===== src/sv/vstc_pkg.sv =====
// Shared types and constants for the virtual system time clock bank.
package vstc_pkg;

    // Action codes as they arrive on the input channel
    localparam logic [2:0] ACT_ALLOC  = 3'd0;
    localparam logic [2:0] ACT_FREE   = 3'd1;
    localparam logic [2:0] ACT_START  = 3'd2;
    localparam logic [2:0] ACT_STOP   = 3'd3;
    localparam logic [2:0] ACT_GET    = 3'd4;
    localparam logic [2:0] ACT_SET    = 3'd5;
    localparam logic [2:0] ACT_ADJUST = 3'd6;

    localparam int ID_W    = 5;
    localparam int COUNT_W = 58;
    localparam int TIME_W  = 64;

    // 13 MHz -> 90 kHz: floor(count * 27 / (13 * 300))
    localparam int CNT_MUL     = 27;
    localparam int CNT_DIV     = 13 * 300;
    localparam int DIV_REM_W   = $clog2(CNT_DIV);
    localparam int DIV_BITS    = 16;
    localparam int DIV_STEPS   = TIME_W / DIV_BITS;
    localparam int DIV_CYC     = 2 * DIV_STEPS;
    localparam int DIV_CYC_W   = $clog2(DIV_CYC);
    localparam int DIV_X_W     = DIV_REM_W + DIV_BITS;
    // ceil(2^DIV_SHIFT / CNT_DIV); quotient is exact for partial dividends below 2^DIV_X_W
    localparam int DIV_SHIFT   = 40;
    localparam int DIV_RECIP   = 281926059;
    localparam int DIV_RECIP_W = 29;
    localparam int DIV_PROD_W  = DIV_X_W + DIV_RECIP_W;

    // Operation after front-end classification
    typedef enum logic [2:0] {
        OP_ALLOC,
        OP_FREE,
        OP_START,
        OP_STOP,
        OP_GET,
        OP_SET,
        OP_ADJUST,
        OP_FAIL
    } t_op;

    typedef struct packed {
        t_op                       op;
        logic [ID_W-1:0]           slot;
        logic signed [TIME_W-1:0]  value;
        logic [COUNT_W-1:0]        now_count;
        logic                      need_ticks;
    } t_cmd;

endpackage


===== src/sv/virtual_system_time_clock_bank.sv =====
// Top level of the virtual system time clock bank: front end, queue, back end.
//
//  Channel | Handshake                   | Payload
//  --------+-----------------------------+--------------------------------------------
//  input   | i_in_valid / o_in_stall     | i_action, i_instance_req, i_value, i_now_count
//  output  | o_out_valid / i_out_stall   | o_status, o_granted_id, o_time_value
//
// Start, stop, get and set: the command passes the queue, is taken into the back end
// and waits there for the count conversion (four 16-bit quotient digits, each a multiply
// step and then a digit step); the result is registered once the output is not stalled.
// Alloc, free, adjust and failed requests skip the conversion. The back end takes one
// command at a time and returns to idle only once its result register is written.
// A two-entry queue takes transfers while the back end is busy or stalled; the input
// stalls once it is full.
// Reset is synchronous and clears all clocks and allocations.
module virtual_system_time_clock_bank #(
    parameter int NUM_INSTANCES = 4
) (
    input  logic                               i_clk,
    input  logic                               i_rst_n,
    input  logic                               i_in_valid,
    output logic                               o_in_stall,
    input  logic [2:0]                         i_action,
    input  logic [vstc_pkg::ID_W-1:0]          i_instance_req,
    input  logic signed [vstc_pkg::TIME_W-1:0] i_value,
    input  logic [vstc_pkg::COUNT_W-1:0]       i_now_count,
    output logic                               o_out_valid,
    input  logic                               i_out_stall,
    output logic                               o_status,
    output logic [vstc_pkg::ID_W-1:0]          o_granted_id,
    output logic signed [vstc_pkg::TIME_W-1:0] o_time_value
);
    import vstc_pkg::*;

    logic w_push;
    logic w_pop;
    logic w_full;
    logic w_nempty;
    t_cmd w_front_cmd;
    t_cmd w_queue_cmd;

    vstc_front #(
        .NUM_INSTANCES (NUM_INSTANCES)
    ) u_front (
        .i_in_valid     (i_in_valid),
        .o_in_stall     (o_in_stall),
        .i_action       (i_action),
        .i_instance_req (i_instance_req),
        .i_value        (i_value),
        .i_now_count    (i_now_count),
        .i_q_full       (w_full),
        .o_push         (w_push),
        .o_cmd          (w_front_cmd)
    );

    vstc_queue u_queue (
        .i_clk    (i_clk),
        .i_rst_n  (i_rst_n),
        .i_push   (w_push),
        .i_cmd    (w_front_cmd),
        .o_full   (w_full),
        .o_nempty (w_nempty),
        .i_pop    (w_pop),
        .o_cmd    (w_queue_cmd)
    );

    vstc_back #(
        .NUM_INSTANCES (NUM_INSTANCES)
    ) u_back (
        .i_clk        (i_clk),
        .i_rst_n      (i_rst_n),
        .i_q_nempty   (w_nempty),
        .i_cmd        (w_queue_cmd),
        .o_pop        (w_pop),
        .o_out_valid  (o_out_valid),
        .i_out_stall  (i_out_stall),
        .o_status     (o_status),
        .o_granted_id (o_granted_id),
        .o_time_value (o_time_value)
    );

    // granted slot always lies inside the bank
    a_granted_range: assert property (@(posedge i_clk) disable iff (!i_rst_n)
        o_out_valid |-> (32'(o_granted_id) < NUM_INSTANCES))
        else $error("granted id outside bank");

    // a failed request carries no slot and no time
    a_fail_zero: assert property (@(posedge i_clk) disable iff (!i_rst_n)
        (o_out_valid && o_status) |-> (o_granted_id == '0 && o_time_value == '0))
        else $error("failed result with nonzero payload");

    // the back end only pulls from a non-empty queue
    a_pop_nempty: assert property (@(posedge i_clk) disable iff (!i_rst_n)
        w_pop |-> w_nempty)
        else $error("pop from empty queue");

    // a command that entered an empty queue is pulled or still waiting next cycle
    a_queue_track: assert property (@(posedge i_clk) disable iff (!i_rst_n)
        (w_push && !w_nempty) |=> w_nempty)
        else $error("queue lost a transfer");

endmodule


===== src/sv/vstc_front.sv =====
// Front end: decodes the action and range-checks the instance id.
module vstc_front #(
    parameter int NUM_INSTANCES = 4
) (
    input  logic                              i_in_valid,
    output logic                              o_in_stall,
    input  logic [2:0]                        i_action,
    input  logic [vstc_pkg::ID_W-1:0]         i_instance_req,
    input  logic signed [vstc_pkg::TIME_W-1:0] i_value,
    input  logic [vstc_pkg::COUNT_W-1:0]      i_now_count,
    input  logic                              i_q_full,
    output logic                              o_push,
    output vstc_pkg::t_cmd                    o_cmd
);
    import vstc_pkg::*;

    logic w_id_ok;
    t_op  w_op;

    assign w_id_ok = (32'(i_instance_req) < NUM_INSTANCES);

    always_comb begin
        w_op = OP_FAIL;
        case (i_action)
            ACT_ALLOC:  w_op = OP_ALLOC;
            ACT_FREE:   w_op = w_id_ok ? OP_FREE   : OP_FAIL;
            ACT_START:  w_op = w_id_ok ? OP_START  : OP_FAIL;
            ACT_STOP:   w_op = w_id_ok ? OP_STOP   : OP_FAIL;
            ACT_GET:    w_op = w_id_ok ? OP_GET    : OP_FAIL;
            ACT_SET:    w_op = w_id_ok ? OP_SET    : OP_FAIL;
            ACT_ADJUST: w_op = w_id_ok ? OP_ADJUST : OP_FAIL;
            default:    w_op = OP_FAIL;
        endcase
    end

    assign o_in_stall       = i_q_full;
    assign o_push           = i_in_valid && !i_q_full;
    assign o_cmd.op         = w_op;
    assign o_cmd.slot       = i_instance_req;
    assign o_cmd.value      = i_value;
    assign o_cmd.now_count  = i_now_count;
    // only these read the converted count
    assign o_cmd.need_ticks = (w_op == OP_START) || (w_op == OP_STOP) ||
                              (w_op == OP_GET) || (w_op == OP_SET);

endmodule


===== src/sv/vstc_queue.sv =====
// Two-entry command queue between front end and back end.
module vstc_queue (
    input  logic           i_clk,
    input  logic           i_rst_n,
    input  logic           i_push,
    input  vstc_pkg::t_cmd i_cmd,
    output logic           o_full,
    output logic           o_nempty,
    input  logic           i_pop,
    output vstc_pkg::t_cmd o_cmd
);
    import vstc_pkg::*;

    t_cmd       r_mem [2];
    logic       r_wr;
    logic       r_rd;
    logic [1:0] r_cnt;

    always_ff @(posedge i_clk) begin
        if (!i_rst_n) begin
            r_wr  <= 1'b0;
            r_rd  <= 1'b0;
            r_cnt <= 2'd0;
        end else begin
            if (i_push) begin
                r_wr <= !r_wr;
            end
            if (i_pop) begin
                r_rd <= !r_rd;
            end
            r_cnt <= r_cnt + 2'(i_push) - 2'(i_pop);
        end
    end

    always_ff @(posedge i_clk) begin
        if (i_push) begin
            r_mem[r_wr] <= i_cmd;
        end
    end

    assign o_full   = (r_cnt == 2'd2);
    assign o_nempty = (r_cnt != 2'd0);
    assign o_cmd    = r_mem[r_rd];

endmodule


===== src/sv/vstc_div.sv =====
// 13 MHz count to 90 kHz tick converter: reciprocal long division, 16 quotient bits per digit.
module vstc_div (
    input  logic                          i_clk,
    input  logic                          i_rst_n,
    input  logic                          i_start,
    input  logic [vstc_pkg::COUNT_W-1:0]  i_count,
    output logic                          o_done,
    output logic [vstc_pkg::TIME_W-1:0]   o_ticks
);
    import vstc_pkg::*;

    logic                  r_busy;
    logic                  r_done;
    logic [DIV_CYC_W-1:0]  r_step;
    logic [DIV_REM_W-1:0]  r_rem;
    logic [TIME_W-1:0]     r_dq;   // dividend digits shift out the top, quotient in the bottom
    logic [DIV_PROD_W-1:0] r_prod;
    logic [TIME_W-1:0]     w_count;
    logic [DIV_X_W-1:0]    w_x;
    logic [DIV_BITS-1:0]   w_q;
    logic [DIV_X_W-1:0]    w_qd;
    logic [DIV_X_W-1:0]    w_rem;

    assign w_count = TIME_W'(i_count);
    // partial dividend: running remainder and the next dividend digit
    assign w_x     = {r_rem, r_dq[TIME_W-1 -: DIV_BITS]};
    // even phase multiplies by the reciprocal, odd phase takes the digit and remainder
    assign w_q     = r_prod[DIV_SHIFT +: DIV_BITS];
    assign w_qd    = DIV_X_W'(w_q) * DIV_X_W'(CNT_DIV);
    assign w_rem   = w_x - w_qd;

    always_ff @(posedge i_clk) begin
        if (!i_rst_n) begin
            r_busy <= 1'b0;
            r_done <= 1'b0;
            r_step <= '0;
        end else begin
            r_done <= r_busy && !i_start && (r_step == DIV_CYC_W'(DIV_CYC - 1));
            if (i_start) begin
                r_busy <= 1'b1;
                r_step <= '0;
            end else if (r_busy) begin
                r_step <= r_step + DIV_CYC_W'(1);
                if (r_step == DIV_CYC_W'(DIV_CYC - 1)) begin
                    r_busy <= 1'b0;
                end
            end
        end
    end

    always_ff @(posedge i_clk) begin
        if (i_start) begin
            r_dq  <= w_count * TIME_W'(CNT_MUL);
            r_rem <= '0;
        end else if (r_busy) begin
            if (!r_step[0]) begin
                r_prod <= DIV_PROD_W'(w_x) * DIV_PROD_W'(DIV_RECIP);
            end else begin
                r_dq  <= {r_dq[TIME_W-DIV_BITS-1:0], w_q};
                r_rem <= w_rem[DIV_REM_W-1:0];
            end
        end
    end

    assign o_done  = r_done;
    assign o_ticks = r_dq;

endmodule


===== src/sv/vstc_back.sv =====
// Back end: clock state, command execution and the result register.
module vstc_back #(
    parameter int NUM_INSTANCES = 4
) (
    input  logic                               i_clk,
    input  logic                               i_rst_n,
    input  logic                               i_q_nempty,
    input  vstc_pkg::t_cmd                     i_cmd,
    output logic                               o_pop,
    output logic                               o_out_valid,
    input  logic                               i_out_stall,
    output logic                               o_status,
    output logic [vstc_pkg::ID_W-1:0]          o_granted_id,
    output logic signed [vstc_pkg::TIME_W-1:0] o_time_value
);
    import vstc_pkg::*;

    localparam int SLOT_W = (NUM_INSTANCES > 1) ? $clog2(NUM_INSTANCES) : 1;
    localparam int USED_W = $clog2(NUM_INSTANCES + 1);

    typedef enum logic [1:0] {
        ST_IDLE,
        ST_CONV,
        ST_EXEC
    } t_state;

    t_state             r_state;
    t_cmd               r_cmd;
    logic [TIME_W-1:0]  r_offset [NUM_INSTANCES];
    logic [NUM_INSTANCES-1:0] r_in_use;
    logic [NUM_INSTANCES-1:0] r_running;
    logic [USED_W-1:0]  r_slots_used;
    logic               r_out_valid;
    logic               r_status;
    logic [ID_W-1:0]    r_granted_id;
    logic [TIME_W-1:0]  r_time_value;

    logic               w_div_start;
    logic               w_div_done;
    logic [TIME_W-1:0]  w_ticks;
    logic               w_fire;

    logic [SLOT_W-1:0]  w_free_idx;
    logic               w_free_found;
    logic [SLOT_W-1:0]  w_slot;
    logic [TIME_W-1:0]  w_cur;
    logic               w_run;
    logic [TIME_W-1:0]  w_now_sel;

    logic               n_status;
    logic [ID_W-1:0]    n_granted_id;
    logic [TIME_W-1:0]  n_time_value;
    logic               n_wr;
    logic [SLOT_W-1:0]  n_wr_slot;
    logic [TIME_W-1:0]  n_off;
    logic               n_run;
    logic               n_use;
    logic [USED_W-1:0]  n_slots_used;

    vstc_div u_div (
        .i_clk   (i_clk),
        .i_rst_n (i_rst_n),
        .i_start (w_div_start),
        .i_count (i_cmd.now_count),
        .o_done  (w_div_done),
        .o_ticks (w_ticks)
    );

    assign o_pop       = (r_state == ST_IDLE) && i_q_nempty;
    assign w_div_start = o_pop && i_cmd.need_ticks;
    assign w_fire      = (r_state == ST_EXEC) && (!r_out_valid || !i_out_stall);

    // lowest free slot
    always_comb begin
        w_free_idx   = '0;
        w_free_found = 1'b0;
        for (int k = NUM_INSTANCES - 1; k >= 0; k--) begin
            if (!r_in_use[k]) begin
                w_free_idx   = SLOT_W'(k);
                w_free_found = 1'b1;
            end
        end
    end

    assign w_slot    = r_cmd.slot[SLOT_W-1:0];
    assign w_cur     = r_offset[w_slot];
    assign w_run     = r_running[w_slot];
    assign w_now_sel = w_run ? w_ticks : '0;

    always_comb begin
        n_status     = 1'b1;
        n_granted_id = '0;
        n_time_value = '0;
        n_wr         = 1'b0;
        n_wr_slot    = w_slot;
        n_off        = w_cur;
        n_run        = w_run;
        n_use        = 1'b1;
        n_slots_used = r_slots_used;
        case (r_cmd.op)
            OP_ALLOC: begin
                if (r_slots_used < USED_W'(NUM_INSTANCES) && w_free_found) begin
                    n_status     = 1'b0;
                    n_granted_id = ID_W'(w_free_idx);
                    n_wr         = 1'b1;
                    n_wr_slot    = w_free_idx;
                    n_off        = '0;
                    n_run        = 1'b0;
                    n_slots_used = r_slots_used + USED_W'(1);
                end
            end
            OP_FAIL: begin
                n_status = 1'b1;
            end
            default: begin
                // id range already checked up front; slot must be allocated
                if (r_in_use[w_slot]) begin
                    n_status = 1'b0;
                    n_wr     = 1'b1;
                    case (r_cmd.op)
                        OP_FREE: begin
                            n_off = '0;
                            n_run = 1'b0;
                            n_use = 1'b0;
                            if (r_slots_used != '0) begin
                                n_slots_used = r_slots_used - USED_W'(1);
                            end
                        end
                        OP_START: begin
                            if (!w_run) begin
                                n_off = w_cur - w_ticks;
                                n_run = 1'b1;
                            end
                        end
                        OP_STOP: begin
                            if (w_run) begin
                                n_off = w_cur + w_ticks;
                                n_run = 1'b0;
                            end
                        end
                        OP_GET:    n_time_value = w_cur + w_now_sel;
                        OP_SET:    n_off = r_cmd.value - w_now_sel;
                        OP_ADJUST: n_off = w_cur + r_cmd.value;
                        default:   n_wr = 1'b0;
                    endcase
                end
            end
        endcase
    end

    always_ff @(posedge i_clk) begin
        if (!i_rst_n) begin
            r_state      <= ST_IDLE;
            r_in_use     <= '0;
            r_running    <= '0;
            r_slots_used <= '0;
            r_out_valid  <= 1'b0;
            for (int k = 0; k < NUM_INSTANCES; k++) begin
                r_offset[k] <= '0;
            end
        end else begin
            r_out_valid <= w_fire || (r_out_valid && i_out_stall);
            case (r_state)
                ST_IDLE: begin
                    if (i_q_nempty) begin
                        r_cmd   <= i_cmd;
                        r_state <= i_cmd.need_ticks ? ST_CONV : ST_EXEC;
                    end
                end
                ST_CONV: begin
                    if (w_div_done) begin
                        r_state <= ST_EXEC;
                    end
                end
                ST_EXEC: begin
                    if (w_fire) begin
                        r_status     <= n_status;
                        r_granted_id <= n_granted_id;
                        r_time_value <= n_time_value;
                        r_slots_used <= n_slots_used;
                        if (n_wr) begin
                            r_offset[n_wr_slot]  <= n_off;
                            r_running[n_wr_slot] <= n_run;
                            r_in_use[n_wr_slot]  <= n_use;
                        end
                        r_state <= ST_IDLE;
                    end
                end
                default: r_state <= ST_IDLE;
            endcase
        end
    end

    assign o_out_valid  = r_out_valid;
    assign o_status     = r_status;
    assign o_granted_id = r_granted_id;
    assign o_time_value = r_time_value;

endmodule


===== config.mk =====
export PLATFORM = sky130hd
export DESIGN_NAME = virtual_system_time_clock_bank
export DESIGN_NICKNAME = d
export VERILOG_FILES = /design/src/sv/vstc_pkg.sv /design/src/sv/virtual_system_time_clock_bank.sv /design/src/sv/vstc_front.sv /design/src/sv/vstc_queue.sv /design/src/sv/vstc_div.sv /design/src/sv/vstc_back.sv
export SDC_FILE = /design/constraint.sdc
export NUM_CORES = 2
export LEC_CHECK = 0
export BUFFER_PORTS_ARGS = -buffer_cell sky130_fd_sc_hd__buf_2
export CORE_MARGIN = 5
export CORE_UTILIZATION = 51
export CTS_CLUSTER_SIZE = 40
export DETAILED_ROUTE_END_ITERATION = 8
export GPL_TIMING_DRIVEN = 0
export PLACE_DENSITY = 0.77
export SLEW_MARGIN = 20
export SYNTH_ARGS = -nofsm -noshare
export SYNTH_HDL_FRONTEND = slang
export SYNTH_HIERARCHICAL = 1
export SYNTH_SLANG_ARGS = --single-unit

===== constraint.sdc =====
create_clock -name i_clk -period 7.92 [get_ports i_clk]
set_input_delay 0 -clock i_clk [delete_from_list [all_inputs] [get_ports i_clk]]
set_output_delay 0 -clock i_clk [all_outputs]
set_load 0.05 [all_outputs]

# --- Word-level counts from Yosys, hierarchy flattened ---
# Memory sizes are Yosys's and may differ from the RTL's. A register that Yosys moved wholly into a read port is not among the register bits.
# Cells that the tools add are included.
totals:
  reg_bits: 294
  ram_bits: 518
  out_inout_bits: 72
  word_cells: 194
  mem_count: 2
mem_list:
  columns: ["name", "depth", "word_bits", "rd", "rd_ports_with_merged_regs", "write_ports", "line_no", "source"]
  rows:
  - ["u_queue.r_mem", 2, 131, 1, 1, 1, "vstc_queue.sv:14", "t_cmd r_mem [2];"]
  - ["u_back.r_offset", 4, 64, 1, 1, 4, "vstc_back.sv:29", "logic [TIME_W-1:0] r_offset [NUM_INSTANCES];"]
classes:
  addsub: 11
  multipliers: 3
  order_cmp: 5
  eq_ne: 25
  mux: 76
  bitwise_logic: 6
  n_reduce_logical: 45
ops:
  columns: ["operator", "n"]
  rows:
  - ["$mux 64", 9]
  - ["$pmux 64 s5", 1]
  - ["$add 64x64->64", 3]
  - ["$pmux 64 s2", 1]
  - ["$sub 64x64->64", 2]
  - ["$reduce_or 64->1", 1]
  - ["$mul 58x5->63 const B", 1]
  - ["$mul 28x29->56 const B", 1]
  - ["$mux 1", 32]
  - ["$eq 3x3->1 const B", 10]
  - ["$mux 2", 14]
  - ["$mux 3", 7]
  - ["$pmux 3 s7", 1]
  - ["$eq 3x2->1 const B", 6]
  - ["$mul 16x10->10 const B", 1]
  - ["$reduce_and 3->1", 5]
  - ["$reduce_bool 2->1", 6]
  - ["$sub 12x12->12", 1]
  - ["$logic_and 1x1->1", 9]
  - ["$bwmux 4", 2]
  - ["$pmux 1 s2", 4]
  - ["$reduce_and 7->1", 1]
  - ["$add 3x1->3 const B", 2]
  - ["$eq 3x1->1 const B", 2]
  - ["25 further kinds", 49]

# --- Longest topological paths before layout ---
depth:
  ltp_word: 14
  depth_mapped: 29
  mapped_depth_nobuf: 25

# --- By module ---
# The synthesis kept the hierarchy.
by_module_without_submodules:
  columns: ["module", "instances", "cells_each", "area_each_um2", "seq_area_each_um2"]
  rows:
  - ["vstc_back", 1, 4106, 35502.8, 12091.6]
  - ["vstc_div", 1, 2666, 25456.9, 2742.6]
  - ["vstc_queue", 1, 429, 10055.9, 7967.6]
  - ["vstc_front", 1, 139, 1023.5, 0.0]

# --- Worst setup path after synthesis ---
# No wires, ideal clock.
synth_timing:
  kind: "flip-flop to flip-flop"
  startpoint: "register u_queue.r_cnt[1]"
  endpoint: "memory u_queue/r_mem[0][0] in the netlist's numbering (enable)"
  setup_time_ns: 0.639
  t_arrival_ns: 6.454
  t_required_ns: 7.281
  path_slack_ns: 0.827
  path_stages_with_launch: 4
  n_path_buf: 0
  path_cell_list: "dfxtp_1 > nor2b_1 > nor2b_1 > nor2b_1"
synth_via:
  elab_chain_cells: 5
synth_lines:
  columns: ["item", "line_no", "source"]
  rows:
  - ["start: declaration", "vstc_queue.sv:17", "logic [1:0] r_cnt;"]
  - ["start signal: assignment", "vstc_queue.sv:31", "r_cnt <= r_cnt + 2'(i_push) - 2'(i_pop);"]
  - ["$eq 2x2->1", "vstc_queue.sv:41", "assign o_full = (r_cnt == 2'd2);"]
  - ["net w_full", "virtual_system_time_clock_bank.sv:37", "logic w_full;"]
  - ["$logic_not 1->1", "vstc_front.sv:37", "assign o_push = i_in_valid && !i_q_full;"]
  - ["$logic_and 1x1->1", "vstc_front.sv:37", null]
  - ["net w_push", "virtual_system_time_clock_bank.sv:35", "logic w_push;"]
  - ["$mux 1", "vstc_queue.sv:36", "if (i_push) begin"]
  - ["$mux 1 (not written as such)", "vstc_queue.sv:37", "r_mem[r_wr] <= i_cmd;"]
  - ["end: declaration", "vstc_queue.sv:14", null]
# The timed path passes the listed nets, and every way through them passes these cells.

==> results.cfg <==
[sta]
relSlewSlack = 0.0967
setup_viol = 5
setup_ws_ns = -0.00736
hold_viol_final = 0
fin_crit_ns = 7.93
clock_skew_ns = 0.0613
worst_pin_slew_ns = 1.35
fmax_ghz = 0.126
min_period_over_period = 1.00
slew_violations = 0

[setup_path]
required_ns = 8.37
end_kind = flip-flop
cp.arrival_ns = 8.37
criticalPathCategory = flip-flop to flip-flop
cp_max_fo = 10
start_kind = flip-flop

[global_route]
track_usage = 0.395
grt_util_met3 = 0.136
antenna_found_initial = 35
grt-busiest-layer = met2
grt_first_pass_wirelength_mm = 418
grt_pass1_vias = 59200
grt_max_degree = 58
overflow = 0
met1_usage = 0.524
met2_usage = 0.572

[floorplan]
die_w_microns = 385
io_pins = 206
rows = 137
core_area_sq_um = 140000
die-area_sq_um = 148000
die-height_microns = 385
start_util = 0.514

[logic_synthesis]
ys_warn_count = 6
syn_avg_cell_area_sq_um = 9.80
synthCells = 7328
netlist_area_sq_um = 71800

[run_status]
status = finished with violations
violations = setup timing

[place]
place_congestion = 1.09
dp_hpwl_mm = 235
place_ws_ns = -2.61
io_buffers = 78

[route]
vias = 60600
drtIter0Drc = 7581
final_antenna_net_count = 0
wl_mm = 297
post_drt_via_cell_ratio = 6.24
drc_errors = 0
first_pass_iters = 9
wl_per_cell_microns = 30.6

[cts]
clock_sinks = 766
cts_root_buf = clkbuf_16
cts_buffer_depth = 3
cts-htree-levels = 3
clkTransAtPathRegs_ns = 0.06
cts_tree = built
numCtsBuffers = 80
clkLatencyLatePin_ns = 0.73

[layout]
drive_above_1_share = 0.106
final_nets = 9036
fillers = 11800
synthToLayoutAreaGrowth_pct = 12.3

[worst_hold_path]
hold_class = input port to flip-flop

[run]
cap_violations = 0
-- cell usage in the layout (no fill, tap or decap), types with 46 or more instances in the layout --
master	n
edfxtp_1	728
xor2_1	100
nand4_1	85
o21ai_1	93
fa_1	443
clkbuf_1	202
nand3_1	103
nand2_1	397
xnor2_1	219
nor3_1	119
a211oi_1	58
nor2_1	689
mux2_2	87
a31oi_1	57
mux4_2	65
buf_4	171
inv_1	1042
o21ai_0	215
o211ai_1	49
nor2b_1	46
mux2_4	87
buf_2	92
o21bai_1	73
ha_1	706
dlygate4sd3_1	200
a21oi_1	517
clkbuf_16	80
a21o_1	166
-- path summary, 6_finish.rpt --
kind | to | startpoint | cells past startpoint | slack, ns
setup / recovery | u_back/r_offset[2][61] | u_back/r_cmd[124] | 26 | -0.007
hold / removal | u_queue/r_mem[0][12] | i_now_count[11] | 2 | 0.02
setup reg to reg | u_back/r_offset[2][61] | u_back/r_cmd[124] | 26 | -0.007
hold reg to reg | u_back/r_state[0] | u_back/r_state[1] | 1 | 0.50
-- through the flow --
| stage | instance area [sq um] | setup TNS (ns) | utilization | hold slack (ns) | cells |
|---|---|---|---|---|---|
| finish | 80700 | -0.0136 | 0.577 | 0.0185 | 9702 |
| global route | 80600 | -0.0169 | 0.577 | 0.000322 | 9694 |
| CTS | 80100 | 0 | 0.573 | 0.000608 | 9660 |
| detailed placement | 75000 | -386.48 | 0.537 | 0.187 | 9303 |
| global placement | 74500 | -853.92 | 0.534 | 0.185 | 9284 |
| floorplan | 71800 | 0 | - | 0.118 | 7330 |
-- cell type report --
| class | instances | area (sq um) | share of cell area |
|---|---|---|---|
| diodes | 8 | 20.0 | 0.000248 |
| flip-flops and latches | 766 | 22600 | 0.280 |
| well taps | 1876 | 2350 | 0.0291 |
| multi-input cells | 5109 | 43600 | 0.540 |
| plain buffers | 382 | 2120 | 0.0263 |
| clock inverters | 52 | 611 | 0.00757 |
| inverters | 1069 | 4010 | 0.0498 |
| clock buffers | 96 | 2060 | 0.0256 |
| repair buffers | 344 | 3270 | 0.0406 |
-- worst max-delay path, cell delays in order, from the launching register on --
cell	delay (ns)
edfxtp_1	0.49
mux2_2	0.43
o21a_4	0.31
clkbuf_4	0.30
buf_4	0.32
nand2_4	0.23
ha_1	0.29
a21boi_4	0.23
buf_12	0.15
o21ai_2	0.09
or4b_4	0.57
or3_4	0.46
xnor2_4	0.19
a21oi_2	0.28
ha_1	0.28
clkbuf_1	0.20
a21o_1	0.22
a21o_1	0.19
a21o_1	0.22
a21o_1	0.19
a21o_1	0.20
a31oi_1	0.23
o21ai_0	0.25
a221oi_2	0.51
o211ai_1	0.23
a211oi_4	0.43
nor3_1	0.12
-- timing repair --
item                                   in CTS  in global routing
hold buffers                              199                  1
setup endpoints to repair                 281                132
gates resized for setup                    71                 43
buffers inserted                           14                 31
pin swaps                                   2                  6
endpoints found under the hold margin     277                  1
-- sequential cells by signal, indices dropped and copies added, names as in the netlist, named ones only --
register	cells
u_back/r_offset	256
u_queue/r_mem	256
u_back/r_cmd	69
u_back/o_time_value	64
u_back/u_div/o_ticks	64
u_back/u_div/r_prod	16
u_back/u_div/r_rem	12
u_back/r_in_use	4
u_back/r_running	4
u_back/r_slots_used	3
u_back/u_div/r_step	3
u_back/o_granted_id	2
u_back/r_state	2
u_queue/r_cnt	2
u_back/o_out_valid	1
u_back/o_status	1
u_back/u_div/o_done	1
u_back/u_div/r_busy	1
u_queue/r_rd	1
u_queue/r_wr	1
-- routing by layer --
layer	up-vias	part of all wire	routed length, microns
li1	26500	-	-
met1	29900	0.40	119000
met2	3456	0.41	123000
met3	711	0.12	35600
met4	14	0.066	19600
met5	-	0.00068	203
Power is left out: the tool's default activity adds up to more than one toggle a clock period on the data nets, which glitch-free logic cannot reach.
